`config.mk`:
```
export PLATFORM = sky130hd
export DESIGN_NAME = peer_admission_with_wait_queue_flat
export DESIGN_NICKNAME = d
export VERILOG_FILES = /design/src/pawq_pkg.sv /design/src/pawq_if.sv /design/src/peer_admission_with_wait_queue.sv /design/src/pawq_ram.sv /design/src/flat_wrapper.sv
export SDC_FILE = /design/constraint.sdc
export NUM_CORES = 1
export LEC_CHECK = 0
export ABC_AREA = 1
export BUFFER_PORTS_ARGS = -buffer_cell sky130_fd_sc_hd__buf_4
export CORE_MARGIN = 5
export CORE_UTILIZATION = 50
export DETAILED_ROUTE_END_ITERATION = 8
export HOLD_SLACK_MARGIN = 0.06
export PLACE_DENSITY = 0.74
export REMOVE_ABC_BUFFERS = 1
export SYNTH_ARGS = -nofsm -noshare
export SYNTH_HDL_FRONTEND = slang
export SYNTH_SLANG_ARGS = --single-unit
```
`constraint.sdc`:
```
create_clock -name clk -period 3.55 [get_ports clk]
set_input_delay 0.355 -clock clk [delete_from_list [all_inputs] [get_ports clk]]
set_output_delay 0.355 -clock clk [all_outputs]
set_load 0.01 [all_outputs]
```
`src/pawq_pkg.sv`:
```
// shared constants, types and helpers for the peer admission block
`timescale 1ns / 1ps
`default_nettype none
package pawq_pkg;
  localparam int ACTIVE_SLOTS = 16;
  localparam int QUEUE_DEPTH  = 32;
  localparam int ID_BITS      = 8;
  localparam int AW     = (ACTIVE_SLOTS > 1) ? $clog2(ACTIVE_SLOTS) : 1;
  localparam int QW     = (QUEUE_DEPTH > 1) ? $clog2(QUEUE_DEPTH) : 1;
  localparam int ACNT_W = $clog2(ACTIVE_SLOTS + 1);
  localparam int QCNT_W = $clog2(QUEUE_DEPTH + 1);
  localparam int ALIM_W = 5;
  localparam int QLIM_W = 6;
  localparam int CFG_DW = 6;

  typedef enum logic [2:0] {
    ST_ADMITTED    = 3'd0,
    ST_QUEUED      = 3'd1,
    ST_BUSY        = 3'd2,
    ST_LEFT_ACTIVE = 3'd3,
    ST_LEFT_QUEUE  = 3'd4,
    ST_UNKNOWN     = 3'd5,
    ST_DUPLICATE   = 3'd6
  } status_t;

  localparam logic OP_JOIN  = 1'b0;
  localparam logic OP_LEAVE = 1'b1;

  localparam logic REG_ACTIVE_LIMIT = 1'b0;
  localparam logic REG_QUEUE_LIMIT  = 1'b1;
endpackage
`default_nettype wire

```
`src/pawq_if.sv`:
```
// handshake channel interfaces: request, response and configuration
`timescale 1ns / 1ps
`default_nettype none
interface pawq_req_if;
  logic                        valid;
  logic                        ready;
  logic                        operation;
  logic [7:0]                  peer_id;
  modport source (output valid, operation, peer_id, input ready);
  modport sink (input valid, operation, peer_id, output ready);
endinterface

interface pawq_rsp_if;
  logic        valid;
  logic        ready;
  logic [2:0]  status;
  logic        promoted_valid;
  logic [7:0]  promoted_id;
  logic [4:0]  active_count;
  logic [5:0]  waiting_count;
  modport source (output valid, status, promoted_valid, promoted_id, active_count,
                  waiting_count, input ready);
  modport sink (input valid, status, promoted_valid, promoted_id, active_count,
                waiting_count, output ready);
endinterface

interface pawq_cfg_if;
  logic                          valid;
  logic                          ready;
  logic                          index;
  logic [pawq_pkg::CFG_DW-1:0]   data;
  modport source (output valid, index, data, input ready);
  modport sink (input valid, index, data, output ready);
endinterface
`default_nettype wire

```
`src/peer_admission_with_wait_queue.sv`:
```
// top level: admission sequencer over active id and wait queue memories
//
// Requests arrive on req (operation: join or leave, peer_id). Each request
// gives exactly one response on rsp with status, promoted peer and the
// active and waiting counts after the request. Limits are written on cfg
// (index 0 active_limit, index 1 queue_limit); the user must write them
// only while the block is idle, which the block itself does not enforce.
// A limit of zero or above capacity means full capacity.
// One request is processed at a time. The active id memory is swept one
// slot a cycle, then the occupied part of the wait queue, then an apply
// step; a leave from the queue or a promotion then closes the queue up one
// entry a cycle through the single write port, and last the response is
// loaded.
// The response sits in an output register; the next request is accepted
// the cycle after it is loaded, while it waits. If rsp is stalled when a
// second result is ready, the sequencer holds until the register frees.
// Reset clears limits, counts and active valid bits; the memories need no
// clearing.
`timescale 1ns / 1ps
`default_nettype none
module peer_admission_with_wait_queue (
  input wire logic clk,
  input wire logic rst,
  pawq_req_if.sink   req,
  pawq_rsp_if.source rsp,
  pawq_cfg_if.sink   cfg
);
  typedef enum logic [5:0] {
    S_IDLE   = 6'b000001,
    S_SCAN_A = 6'b000010,
    S_SCAN_W = 6'b000100,
    S_APPLY  = 6'b001000,
    S_SHIFT  = 6'b010000,
    S_DONE   = 6'b100000
  } state_t;

  state_t state;

  logic [pawq_pkg::ALIM_W-1:0]       active_limit;
  logic [pawq_pkg::QLIM_W-1:0]       queue_limit;
  logic [pawq_pkg::ACTIVE_SLOTS-1:0] active_valid;
  logic [pawq_pkg::ACNT_W-1:0]       active_total;
  logic [pawq_pkg::QCNT_W-1:0]       wait_count;

  logic                              op;
  logic [pawq_pkg::ID_BITS-1:0]      id;
  logic [pawq_pkg::ACNT_W-1:0]       a_cnt;
  logic [pawq_pkg::QCNT_W-1:0]       q_cnt;
  logic                              pv;
  logic [pawq_pkg::AW-1:0]           p_aidx;
  logic [pawq_pkg::QW-1:0]           p_qidx;
  logic                              a_hit;
  logic [pawq_pkg::AW-1:0]           a_pos;
  logic                              w_hit;
  logic [pawq_pkg::QW-1:0]           w_pos;
  logic [pawq_pkg::ID_BITS-1:0]      head;
  pawq_pkg::status_t                 status;
  logic                              prom_v;
  logic [pawq_pkg::ID_BITS-1:0]      prom_id;

  // memory ports
  logic                              a_we;
  logic [pawq_pkg::AW-1:0]           a_waddr;
  logic [pawq_pkg::ID_BITS-1:0]      a_wdata;
  logic [pawq_pkg::ID_BITS-1:0]      a_rdata;
  logic                              q_we;
  logic [pawq_pkg::QW-1:0]           q_waddr;
  logic [pawq_pkg::ID_BITS-1:0]      q_wdata;
  logic [pawq_pkg::ID_BITS-1:0]      q_rdata;

  logic [pawq_pkg::ACNT_W-1:0]       eff_alim;
  logic [pawq_pkg::QCNT_W-1:0]       eff_qlim;
  logic [pawq_pkg::ACTIVE_SLOTS-1:0] free_mask;
  logic [pawq_pkg::ACTIVE_SLOTS-1:0] valid_promoted;
  logic [pawq_pkg::AW-1:0]           free_slot;
  logic                              leave_active;
  logic [pawq_pkg::ACNT_W-1:0]       total_less;
  logic                              do_admit;
  logic                              do_queue;
  logic                              do_promote;

  pawq_ram #(.WIDTH(pawq_pkg::ID_BITS), .DEPTH(pawq_pkg::ACTIVE_SLOTS)) u_active_ram (
    .clk   (clk),
    .we    (a_we),
    .waddr (a_waddr),
    .wdata (a_wdata),
    .raddr (a_cnt[pawq_pkg::AW-1:0]),
    .rdata (a_rdata)
  );

  pawq_ram #(.WIDTH(pawq_pkg::ID_BITS), .DEPTH(pawq_pkg::QUEUE_DEPTH)) u_wait_ram (
    .clk   (clk),
    .we    (q_we),
    .waddr (q_waddr),
    .wdata (q_wdata),
    .raddr (q_cnt[pawq_pkg::QW-1:0]),
    .rdata (q_rdata)
  );

  assign req.ready = (state == S_IDLE);
  assign cfg.ready = 1'b1;

  always_comb begin
    if (active_limit == '0 || 32'(active_limit) > pawq_pkg::ACTIVE_SLOTS) begin
      eff_alim = pawq_pkg::ACNT_W'(pawq_pkg::ACTIVE_SLOTS);
    end else begin
      eff_alim = pawq_pkg::ACNT_W'(active_limit);
    end
    if (queue_limit == '0 || 32'(queue_limit) > pawq_pkg::QUEUE_DEPTH) begin
      eff_qlim = pawq_pkg::QCNT_W'(pawq_pkg::QUEUE_DEPTH);
    end else begin
      eff_qlim = pawq_pkg::QCNT_W'(queue_limit);
    end
  end

  // lowest free slot, counting the slot a leave is about to free
  always_comb begin
    leave_active = (op == pawq_pkg::OP_LEAVE) && a_hit;
    free_mask = ~active_valid;
    if (leave_active) begin
      free_mask[a_pos] = 1'b1;
    end
    free_slot = '0;
    for (int i = pawq_pkg::ACTIVE_SLOTS - 1; i >= 0; i--) begin
      if (free_mask[i]) begin
        free_slot = pawq_pkg::AW'(i);
      end
    end
    valid_promoted = ~free_mask;
    valid_promoted[free_slot] = 1'b1;
    total_less = active_total - pawq_pkg::ACNT_W'(1);
    do_admit   = (op == pawq_pkg::OP_JOIN) && !a_hit && !w_hit && (active_total < eff_alim);
    do_queue   = (op == pawq_pkg::OP_JOIN) && !a_hit && !w_hit && !(active_total < eff_alim)
                 && (wait_count < eff_qlim);
    do_promote = leave_active && (wait_count != '0) && (total_less < eff_alim);
  end

  always_comb begin
    a_we    = (state == S_APPLY) && (do_admit || do_promote);
    a_waddr = free_slot;
    a_wdata = do_promote ? head : id;
    if (state == S_SHIFT) begin
      q_we    = pv;
      q_waddr = p_qidx - pawq_pkg::QW'(1);
      q_wdata = q_rdata;
    end else begin
      q_we    = (state == S_APPLY) && do_queue;
      q_waddr = wait_count[pawq_pkg::QW-1:0];
      q_wdata = id;
    end
  end

  always_ff @(posedge clk) begin
    if (rst) begin
      state        <= S_IDLE;
      active_limit <= '0;
      queue_limit  <= '0;
      active_valid <= '0;
      active_total <= '0;
      wait_count   <= '0;
      pv           <= 1'b0;
      rsp.valid    <= 1'b0;
    end else begin
      if (cfg.valid) begin
        unique case (cfg.index)
          pawq_pkg::REG_ACTIVE_LIMIT: active_limit <= cfg.data[pawq_pkg::ALIM_W-1:0];
          pawq_pkg::REG_QUEUE_LIMIT:  queue_limit  <= cfg.data[pawq_pkg::QLIM_W-1:0];
          default: ;
        endcase
      end
      if (rsp.valid && rsp.ready && state != S_DONE) begin
        rsp.valid <= 1'b0;
      end
      unique case (state)
        S_IDLE: begin
          if (req.valid) begin
            op     <= req.operation;
            id     <= req.peer_id;
            a_cnt  <= '0;
            q_cnt  <= '0;
            pv     <= 1'b0;
            a_hit  <= 1'b0;
            w_hit  <= 1'b0;
            a_pos  <= '0;
            w_pos  <= '0;
            head   <= '0;
            prom_v <= 1'b0;
            prom_id <= '0;
            state  <= S_SCAN_A;
          end
        end
        S_SCAN_A: begin
          pv <= 32'(a_cnt) < pawq_pkg::ACTIVE_SLOTS;
          p_aidx <= a_cnt[pawq_pkg::AW-1:0];
          if (32'(a_cnt) < pawq_pkg::ACTIVE_SLOTS) begin
            a_cnt <= a_cnt + pawq_pkg::ACNT_W'(1);
          end
          if (pv && active_valid[p_aidx] && a_rdata == id && !a_hit) begin
            a_hit <= 1'b1;
            a_pos <= p_aidx;
          end
          if (32'(a_cnt) >= pawq_pkg::ACTIVE_SLOTS && !pv) begin
            state <= S_SCAN_W;
          end
        end
        S_SCAN_W: begin
          pv <= q_cnt < wait_count;
          p_qidx <= q_cnt[pawq_pkg::QW-1:0];
          if (q_cnt < wait_count) begin
            q_cnt <= q_cnt + pawq_pkg::QCNT_W'(1);
          end
          if (pv) begin
            if (p_qidx == '0) begin
              head <= q_rdata;
            end
            if (q_rdata == id && !w_hit) begin
              w_hit <= 1'b1;
              w_pos <= p_qidx;
            end
          end
          if (q_cnt >= wait_count && !pv) begin
            state <= S_APPLY;
          end
        end
        S_APPLY: begin
          state <= S_DONE;
          pv    <= 1'b0;
          if (op == pawq_pkg::OP_JOIN) begin
            if (a_hit || w_hit) begin
              status <= pawq_pkg::ST_DUPLICATE;
            end else if (do_admit) begin
              status <= pawq_pkg::ST_ADMITTED;
              active_valid[free_slot] <= 1'b1;
              active_total <= active_total + pawq_pkg::ACNT_W'(1);
            end else if (do_queue) begin
              status <= pawq_pkg::ST_QUEUED;
              wait_count <= wait_count + pawq_pkg::QCNT_W'(1);
            end else begin
              status <= pawq_pkg::ST_BUSY;
            end
          end else if (a_hit) begin
            status <= pawq_pkg::ST_LEFT_ACTIVE;
            if (do_promote) begin
              // freed slot may be refilled by the queue head in the same step
              active_valid <= valid_promoted;
              prom_v  <= 1'b1;
              prom_id <= head;
              q_cnt   <= pawq_pkg::QCNT_W'(1);
              state   <= S_SHIFT;
            end else begin
              active_valid[a_pos] <= 1'b0;
              active_total <= total_less;
            end
          end else if (w_hit) begin
            status <= pawq_pkg::ST_LEFT_QUEUE;
            q_cnt  <= pawq_pkg::QCNT_W'(w_pos) + pawq_pkg::QCNT_W'(1);
            state  <= S_SHIFT;
          end else begin
            status <= pawq_pkg::ST_UNKNOWN;
          end
        end
        S_SHIFT: begin
          // read entry behind, write it one place forward next cycle
          pv <= q_cnt < wait_count;
          p_qidx <= q_cnt[pawq_pkg::QW-1:0];
          if (q_cnt < wait_count) begin
            q_cnt <= q_cnt + pawq_pkg::QCNT_W'(1);
          end
          if (q_cnt >= wait_count && !pv) begin
            wait_count <= wait_count - pawq_pkg::QCNT_W'(1);
            state <= S_DONE;
          end
        end
        S_DONE: begin
          if (!rsp.valid || rsp.ready) begin
            rsp.valid          <= 1'b1;
            rsp.status         <= status;
            rsp.promoted_valid <= prom_v;
            rsp.promoted_id    <= prom_id;
            rsp.active_count   <= active_total;
            rsp.waiting_count  <= wait_count;
            state              <= S_IDLE;
          end
        end
        default: state <= S_IDLE;
      endcase
    end
  end

  a_total_matches: assert property (@(posedge clk) disable iff (rst)
    active_total == pawq_pkg::ACNT_W'($countones(active_valid)))
    else $error("active count out of step with valid bits");

  a_queue_bound: assert property (@(posedge clk) disable iff (rst)
    32'(wait_count) <= pawq_pkg::QUEUE_DEPTH)
    else $error("wait queue count above depth");

  a_accept_starts: assert property (@(posedge clk) disable iff (rst)
    req.valid && req.ready |=> state == S_SCAN_A)
    else $error("accepted request did not start a scan");

  a_promote_id: assert property (@(posedge clk) disable iff (rst)
    rsp.valid && !rsp.promoted_valid |-> rsp.promoted_id == '0)
    else $error("promoted id set without promotion");
endmodule
`default_nettype wire

```
`src/pawq_ram.sv`:
```
// generic simple dual port ram with registered read
`timescale 1ns / 1ps
`default_nettype none
module pawq_ram #(
  parameter int WIDTH = 8,
  parameter int DEPTH = 16
) (
  input  wire logic                                        clk,
  input  wire logic                                        we,
  input  wire logic [((DEPTH > 1) ? $clog2(DEPTH) : 1)-1:0] waddr,
  input  wire logic [WIDTH-1:0]                            wdata,
  input  wire logic [((DEPTH > 1) ? $clog2(DEPTH) : 1)-1:0] raddr,
  output logic [WIDTH-1:0]                                 rdata
);
  logic [WIDTH-1:0] mem [DEPTH];

  always_ff @(posedge clk) begin
    if (we) begin
      mem[waddr] <= wdata;
    end
    rdata <= mem[raddr];
  end
endmodule
`default_nettype wire
```
`src/flat_wrapper.sv`:
```
// flat-port wrapper written by rule: the top's interface ports become plain ports
module peer_admission_with_wait_queue_flat 
  (clk, rst, req_valid, req_operation, req_peer_id, req_ready, rsp_valid, rsp_status, rsp_promoted_valid, rsp_promoted_id, rsp_active_count, rsp_waiting_count, rsp_ready, cfg_valid, cfg_index, cfg_data, cfg_ready);
  pawq_req_if req_i ();
  pawq_rsp_if rsp_i ();
  pawq_cfg_if cfg_i ();
  input wire logic clk;
  input wire logic rst;
  input wire logic [$bits(req_i.valid)-1:0] req_valid;
  input wire logic [$bits(req_i.operation)-1:0] req_operation;
  input wire logic [$bits(req_i.peer_id)-1:0] req_peer_id;
  output wire logic [$bits(req_i.ready)-1:0] req_ready;
  output wire logic [$bits(rsp_i.valid)-1:0] rsp_valid;
  output wire logic [$bits(rsp_i.status)-1:0] rsp_status;
  output wire logic [$bits(rsp_i.promoted_valid)-1:0] rsp_promoted_valid;
  output wire logic [$bits(rsp_i.promoted_id)-1:0] rsp_promoted_id;
  output wire logic [$bits(rsp_i.active_count)-1:0] rsp_active_count;
  output wire logic [$bits(rsp_i.waiting_count)-1:0] rsp_waiting_count;
  input wire logic [$bits(rsp_i.ready)-1:0] rsp_ready;
  input wire logic [$bits(cfg_i.valid)-1:0] cfg_valid;
  input wire logic [$bits(cfg_i.index)-1:0] cfg_index;
  input wire logic [$bits(cfg_i.data)-1:0] cfg_data;
  output wire logic [$bits(cfg_i.ready)-1:0] cfg_ready;
  assign req_i.valid = req_valid;
  assign req_i.operation = req_operation;
  assign req_i.peer_id = req_peer_id;
  assign req_ready = req_i.ready;
  assign rsp_valid = rsp_i.valid;
  assign rsp_status = rsp_i.status;
  assign rsp_promoted_valid = rsp_i.promoted_valid;
  assign rsp_promoted_id = rsp_i.promoted_id;
  assign rsp_active_count = rsp_i.active_count;
  assign rsp_waiting_count = rsp_i.waiting_count;
  assign rsp_i.ready = rsp_ready;
  assign cfg_i.valid = cfg_valid;
  assign cfg_i.index = cfg_index;
  assign cfg_i.data = cfg_data;
  assign cfg_ready = cfg_i.ready;
  peer_admission_with_wait_queue u_core (.clk(clk), .rst(rst), .req(req_i), .rsp(rsp_i), .cfg(cfg_i));
endmodule
```
==> impl_metrics.toml, run 1 <==
[outcome]
outcome = "completed"

[global_route]
grt_max_degree = 132
use_met1 = 0.305
grt_pass1_wl_um = 89900
gr-usage-met2 = 0.375
globalRouteOverflowTotal = 0
grt_use_total = 0.227
busiest_layer = "met2"
grt_pass1_vias = 16200
grtUsageMet3 = 0.0459
antenna_found_initial = 0

[timing]
tightest_slew_ns = 1.22
fin_skew_ns = 0.0200
timing.final.ws_setup_ns = 0.209
maxSlewHeadroom = 0.185
finalSetupViolCount = 0
timing.fmax_mhz = 299
maxSlewViolCount = 0
finalHoldViolations = 0
post-route-period-util = 0.941
rsz0062_at_grt = "no"
layout_min_cycle_time_ns = 3.34

[yosys]
synth_top_family_by_area = "simple AND/OR/NAND/NOR gates"
synthMuxAreaShare = 0.00525
synth-edff-count = 467
yosysTopAreaCell = "edfxtp_1"
netlist.area_leader.share = 0.612
synth_area_mm2 = 0.0229
synthCells = 2097
synth.avg_cell_area_um2 = 10.9
yosys.cell_types.count = 55
synth-compound-area-share = 0.127
ys_ff_latch = 529
synthArstFlopShare = 0
synth_top_cells_by_count = "edfxtp_1 (467), nor2_1 (399), o21ai_0 (252)"
yosys.area_share.xor_xnor = 0.00803
ys_top_cells_by_area = "edfxtp_1 (61%), nor2_1 (6.5%), o21ai_0 (5.5%)"
synthSimpleGateAreaFrac = 0.131
ys_seq_area_frac = 0.667
synth-main-ff-cell = "edfxtp_1"
yosysWarnings = 0
synth_adder_area_share = 0.0178
yosysMostFrequentCell = "edfxtp_1"

[place]
routabilityCongestion = 0.949
place_ws_ns = -0.0491
dp_hpwl_um = 38600
io_buffer_count = 45

[clocking]
cts_max_level = 2
tritoncts = "built"
cts_sinks = 529
cts_setup_buffers = 0
cts_buffer_depth = 3
cts.clk_slew.worst_paths_ns = 0.06
worst_skew_pair.late_latency_ns = 0.61
cts-buffers-inserted = 51
cts-root-buf = "clkbuf_16"

[power]
power.density_mw_per_mm2 = 617
switching_share = 0.305
pwr-share-comb = 0.207
vdd_drop_max_v = 0.000463
p_sw_mw = 4.91
p_int_mw = 11.2
p_leak_nw = 9.42
p_seq_frac = 0.463
pwr-share-clk = 0.330

[setup_path]
timing_worst_setup_path_type = "reg -> reg"
crit_path_end_kind = "flip-flop"
cp_data_arrival_time_ns = 3.65
crit_path_start_kind = "flip-flop"
cp_max_fo = 8
cp_data_required_time_ns = 3.86
r2r_setup_slack_ns = 0.21

[detailed_routing]
drtPass1Iterations = 6
totalWireLength_um = 58400
num_vias = 16600
drc = 0
wl_per_cell_um = 20.6
antenna_left = 0
vias_per_cell = 5.87
drt_iter0_markers = 1962

[layout]
fillCellCount = 3646
area_growth_pct = 14.2
drive_above_1_share = 0.122
antennaDiodeCount = 0
nNetsFinal = 2249
utilization = 0.576

[die]
ioPinCount = 47
coreArea_mm2 = 0.0454
start_util = 0.505
num_rows = 78
die_x_um = 224
dieArea_mm2 = 0.0502
die_h_um = 224

[job]
drv_cap = 0

[hold_path]
hp-class = "in -> reg"
==> worst max-delay path, stage by stage, from the launching register on <==
cell	delay, ns
dfxtp_1	0.31
or4_1	0.52
ha_1	0.28
inv_1	0.10
nand2_2	0.07
ha_1	0.28
o21a_1	0.12
o21ai_1	0.05
nand2_1	0.08
nand2_1	0.07
inv_1	0.10
a21oi_2	0.06
inv_1	0.09
o21ai_2	0.08
inv_1	0.08
nand3_1	0.08
buf_6	0.20
or2_2	0.30
clkinvlp_4	0.16
==> state kept, by name, summed over array words and instances, names as in the netlist, 4 cells and up <==
name,count
u_core.u_active_ram.mem,128
u_core.a_pos,4
u_core.active_valid,16
u_core.a_cnt,5
u_core.prom_id,8
u_core.p_aidx,4
u_core.q_cnt,6
u_core.rsp.active_count,5
u_core.w_pos,5
u_core.queue_limit,6
u_core.rsp.promoted_id,8
u_core.u_active_ram.rdata,8
u_core.u_wait_ram.rdata,8
u_core.u_wait_ram.mem,256
u_core.wait_count,6
u_core.active_limit,5
u_core.p_qidx,5
u_core.state,6
u_core.rsp.waiting_count,6
u_core.id,8
u_core.head,8
u_core.active_total,5
==> cells by family after synthesis <==
family                     count (synthesis)
AOI/OAI and AO/OA                        504
DFF                                      529
adders and majority gates                 32
muxes                                     12
other                                      1
xor gates and xnor gates                  21
buffers and inverters                    258
and+or+nand+nor                          740
==> layout make-up <==
cell class              count  area (um2)  area share
clock buffers              64        1400      0.0534
clock inverters            27         230     0.00880
inverters                 156         593      0.0227
multi-input cells        1310        6760       0.258
flip-flops and latches    529       15300       0.584
well taps                 600         751      0.0287
repair buffers            148        1160      0.0445
==> power by group through the flow <==
| stage | registers (mW) | clock network [mW] | logic (mW) |
|---|---|---|---|
| 4_1_cts | 7.46 | 5.36 | 3.29 |
| 3_3_place_gp | 7.58 | 0 | 3.19 |
| 6_report | 7.47 | 5.33 | 3.34 |
| 5_1_grt | 7.49 | 5.64 | 3.64 |
| 3_5_place_dp | 7.59 | 0 | 3.25 |
| 2_1_floorplan | 7.75 | 0 | 1.85 |
==> per-stage QoR <==
stage               instance area, um2  setup TNS [ns]  total power, mW  std cells  hold WS, ns
finish                           26200               0             16.1       2834       0.0920
global route                     26200               0             16.8       2834        0.107
CTS                              26100           -1.48             16.1       2834       0.0681
detailed placement               24300           -2.34             10.8       2728        0.407
global placement                 24300               0             10.8       2728        0.411
floorplan                        22500         -157.08             9.60       1995        0.400
==> cell usage in the layout, fill, tap and decap left out, types with 53 or more instances in the layout <==
master	count
nor2_1	383
a21oi_1	84
o21ai_0	242
o22ai_1	68
nand2_1	242
dfxtp_1	62
nand3_1	59
inv_1	143
clkbuf_16	53
edfxtp_1	467
buf_4	131
==> final timing paths <==
kind / start / to / depth (start not counted)
worst max register to register: u_core.active_limit[0]$_SDFFE_PP0P_ / u_core.u_wait_ram.mem[23][1]$_DFFE_PP_ / 18
worst min register to register: u_core.status[0]$_DFFE_PP_ / u_core.rsp.status[0]$_DFFE_PP_ / 0
worst max-delay path: u_core.active_limit[0]$_SDFFE_PP0P_ / u_core.u_wait_ram.mem[23][1]$_DFFE_PP_ / 18
worst min-delay path: rsp_ready / u_core.rsp.valid$_SDFF_PP0_ / 4
==> timing repair <==
item                                    in CTS  in global routing
gates resized for setup                     10                 15
endpoints found under the hold margin       20                  0
endpoints found under the setup margin     128                259
cloned                                       0                  0
hold buffers                                15                  0
==> per-layer routing <==
metal | vias up | wire length (um)
met5 | - | 0
met4 | 0 | 1920
met3 | 135 | 4990
met2 | 870 | 28000
met1 | 7989 | 23500
li1 | 7640 | -
No activity file was read; power rests on OpenSTA's default activity.
==> run 2: changes to the inputs <==
--- a/config.mk
+++ b/config.mk
@@ -11,7 +11,7 @@
 export CORE_UTILIZATION = 50
 export DETAILED_ROUTE_END_ITERATION = 8
 export HOLD_SLACK_MARGIN = 0.06
-export PLACE_DENSITY = 0.74
+export PLACE_DENSITY = 0.76
 export REMOVE_ABC_BUFFERS = 1
 export SYNTH_ARGS = -nofsm -noshare
 export SYNTH_HDL_FRONTEND = slang
==> constraint.sdc (replaced) <==
create_clock -name clk -period 2.7 [get_ports clk]
set_input_delay 0.27 -clock clk [delete_from_list [all_inputs] [get_ports clk]]
set_output_delay 0.27 -clock clk [all_outputs]
set_load 0.01 [all_outputs]
==> impl_metrics.toml, run 2 (synthesis results as in run 1) <==
[layout]
largestRegisters = "u_core.u_wait_ram.mem x256, u_core.u_active_ram.mem x128, u_core.active_valid x16"
fillCellCount = 3357
mostFrequentLayoutCell = "edfxtp_1"
nNetsFinal = 2389
stdcell_count = 2978
design_area_mm2 = 0.0282
largest_register_ffs = 256
antennaDiodeCount = 0
top_register = "u_core.u_wait_ram.mem"
drive_above_1_share = 0.204
layout_common_cells = "edfxtp_1 (467), nor2_1 (346), nand2_1 (235)"
multi_input_area_mm2 = 0.00719
area_growth_pct = 23.0
ff_latch_area_mm2 = 0.0153

[timing]
layout_min_cycle_time_ns = 3.21
tightest_slew_ns = 1.13
fin_tns_setup_ns = -185.09
timing.final.ws_setup_ns = -0.508
finalSetupViolCount = 550
post-route-period-util = 1.19
rsz0062_at_grt = "yes"
finalHoldViolations = 0
maxSlewHeadroom = 0.244
timing.fmax_mhz = 312
maxSlewViolCount = 0
fin_skew_ns = 0.0427

[die]
start_util = 0.505
die_x_um = 224
dieArea_mm2 = 0.0502
die_h_um = 224
coreArea_mm2 = 0.0454
ioPinCount = 47
num_rows = 78

[setup_path]
critPathTopFamily = "simple AND/OR/NAND/NOR gates"
slowest_delay_ns = 0.52
cpMostUsedCell = "inv_2"
cp_data_arrival_time_ns = 3.52
crit_start = "u_core.active_limit[0]$_SDFFE_PP0P_"
cp_data_required_time_ns = 3.02
rr_startpoint = "u_core.active_limit[0]$_SDFFE_PP0P_"
crit_chain = "or4_1 -> ha_1 -> inv_2 -> nand2_4 -> ha_4 -> o21a_1 -> o21ai_1 -> nand2_1 -> nand2_2 -> inv_2 -> a21oi_2 -> inv_1 -> o21ai_2 -> inv_2 -> nand3_4 -> buf_6 -> or2_4 -> clkinvlp_4"
timing_worst_setup_path_type = "reg -> reg"
crit_path_end_kind = "flip-flop"
cp_max_fo = 8
crit_path_start_kind = "flip-flop"
cp_slowest_cell = "or4_1"
crit_buf_inv = 6

[hold_path]
hold_start = "cfg_index"
hp-class = "in -> reg"

[detailed_routing]
totalWireLength_um = 61200
drc = 0
wl_met1_um = 23900
num_vias = 17400
route.met3.wl_um = 5850
routed.top_layer = "met4"
drt_iter0_markers = 2153
antenna_left = 0
drtPass1Iterations = 8
vias_per_cell = 5.84
wl_per_cell_um = 20.6
routed-wl-met2_um = 29300

[outcome]
outcome = "complete, but fails checks"
violations = "setup timing"

[global_route]
grt_pass1_vias = 16700
grt_use_total = 0.234
grt_max_degree = 130
globalRouteOverflowTotal = 0
grt_pass1_wl_um = 92600
antenna_found_initial = 0

[place]
dp_hpwl_um = 39600
place_area_mm2 = 0.0254
place_ws_ns = -0.841
routabilityCongestion = 0.949
dp.cells = 2849
io_buffer_count = 45

[clocking]
worst_skew_pair.late_latency_ns = 0.62
cts.clk_slew.worst_paths_ns = 0.06
cts_max_level = 2
cts-buffers-inserted = 52
cts_sinks = 529
cts_buffer_depth = 3
tritoncts = "built"
cts-root-buf = "clkbuf_16"

[job]
drv_cap = 0

[power]
power.density_mw_per_mm2 = 776
p_leak_nw = 10.3
vdd_drop_max_v = 0.000537
[run 2: cell count changes in the layout (fill, tap and decap cells not counted), moves of 9 or more]
cell | before | now
buf_12 | 1 | 19
buf_4 | 131 | 205
buf_6 | 1 | 37
nor2_1 | 383 | 346
nor2_4 | 3 | 42
o21ai_0 | 242 | 229
o21ai_2 | 9 | 18
[run 2: stage by stage]
step / power, mW / util / hold WS (ns)
after floorplan: 12.6 / - / 0.339
after global placement: 14.5 / 0.560 / 0.407
after detailed placement: 14.5 / 0.560 / 0.408
after CTS: 21.7 / 0.612 / 0.0661
after global routing: 22.7 / 0.621 / 0.0734
final: 21.8 / 0.621 / 0.0881
[run 2: path summary, 6_finish.rpt]
| path | end | slack (ns) | depth (start not counted) |
|---|---|---|---|
| setup / recovery | u_core.u_wait_ram.mem[23][7]$_DFFE_PP_ | -0.51 | 18 |
| hold / removal | u_core.active_limit[4]$_SDFFE_PP0P_ | 0.09 | 4 |
| setup reg to reg | u_core.u_wait_ram.mem[23][7]$_DFFE_PP_ | -0.51 | 18 |
| hold reg to reg | u_core.rsp.promoted_id[7]$_DFFE_PP_ | 0.42 | 0 |
[run 2: cell type report]
type	instances	share of cell area
flip-flops and latches	529	0.542
repair buffers	287	0.0940
multi-input cells	1310	0.255
clock inverters	36	0.0126
clock buffers	60	0.0480
well taps	600	0.0267
inverters	156	0.0212
[run 2: worst register-to-register path: stages, from the launching register on]
cell and delay (ns):
dfxtp_2 0.32, or4_1 0.52, ha_1 0.30, inv_2 0.09
nand2_4 0.06, ha_4 0.25, o21a_1 0.11, o21ai_1 0.06
nand2_1 0.09, nand2_2 0.07, inv_2 0.08, a21oi_2 0.05
inv_1 0.09, o21ai_2 0.08, inv_2 0.09, nand3_4 0.08
buf_6 0.16, or2_4 0.23, clkinvlp_4 0.17
[run 2: repair_timing]
action / CTS / global route
gates cloned: 0 / 4
setup endpoints to repair: 556 / 557
hold endpoints to repair: 21 / 0
resized for setup: 117 / 85
setup buffers: 5 / 7
pin swaps: 7 / 16
hold buffers: 20 / 0
[run 2: power breakdown]
group          switching, mW  internal, mW
sequential             0.267          9.51
clock                   3.13          4.09
combinational           3.29          1.55
[run 2: layer usage]
layer  up-vias  track usage
met2       975        0.389
li1       7931            -
met3       182       0.0494
met4         0       0.0789
met1      8296        0.310
met5         -            0
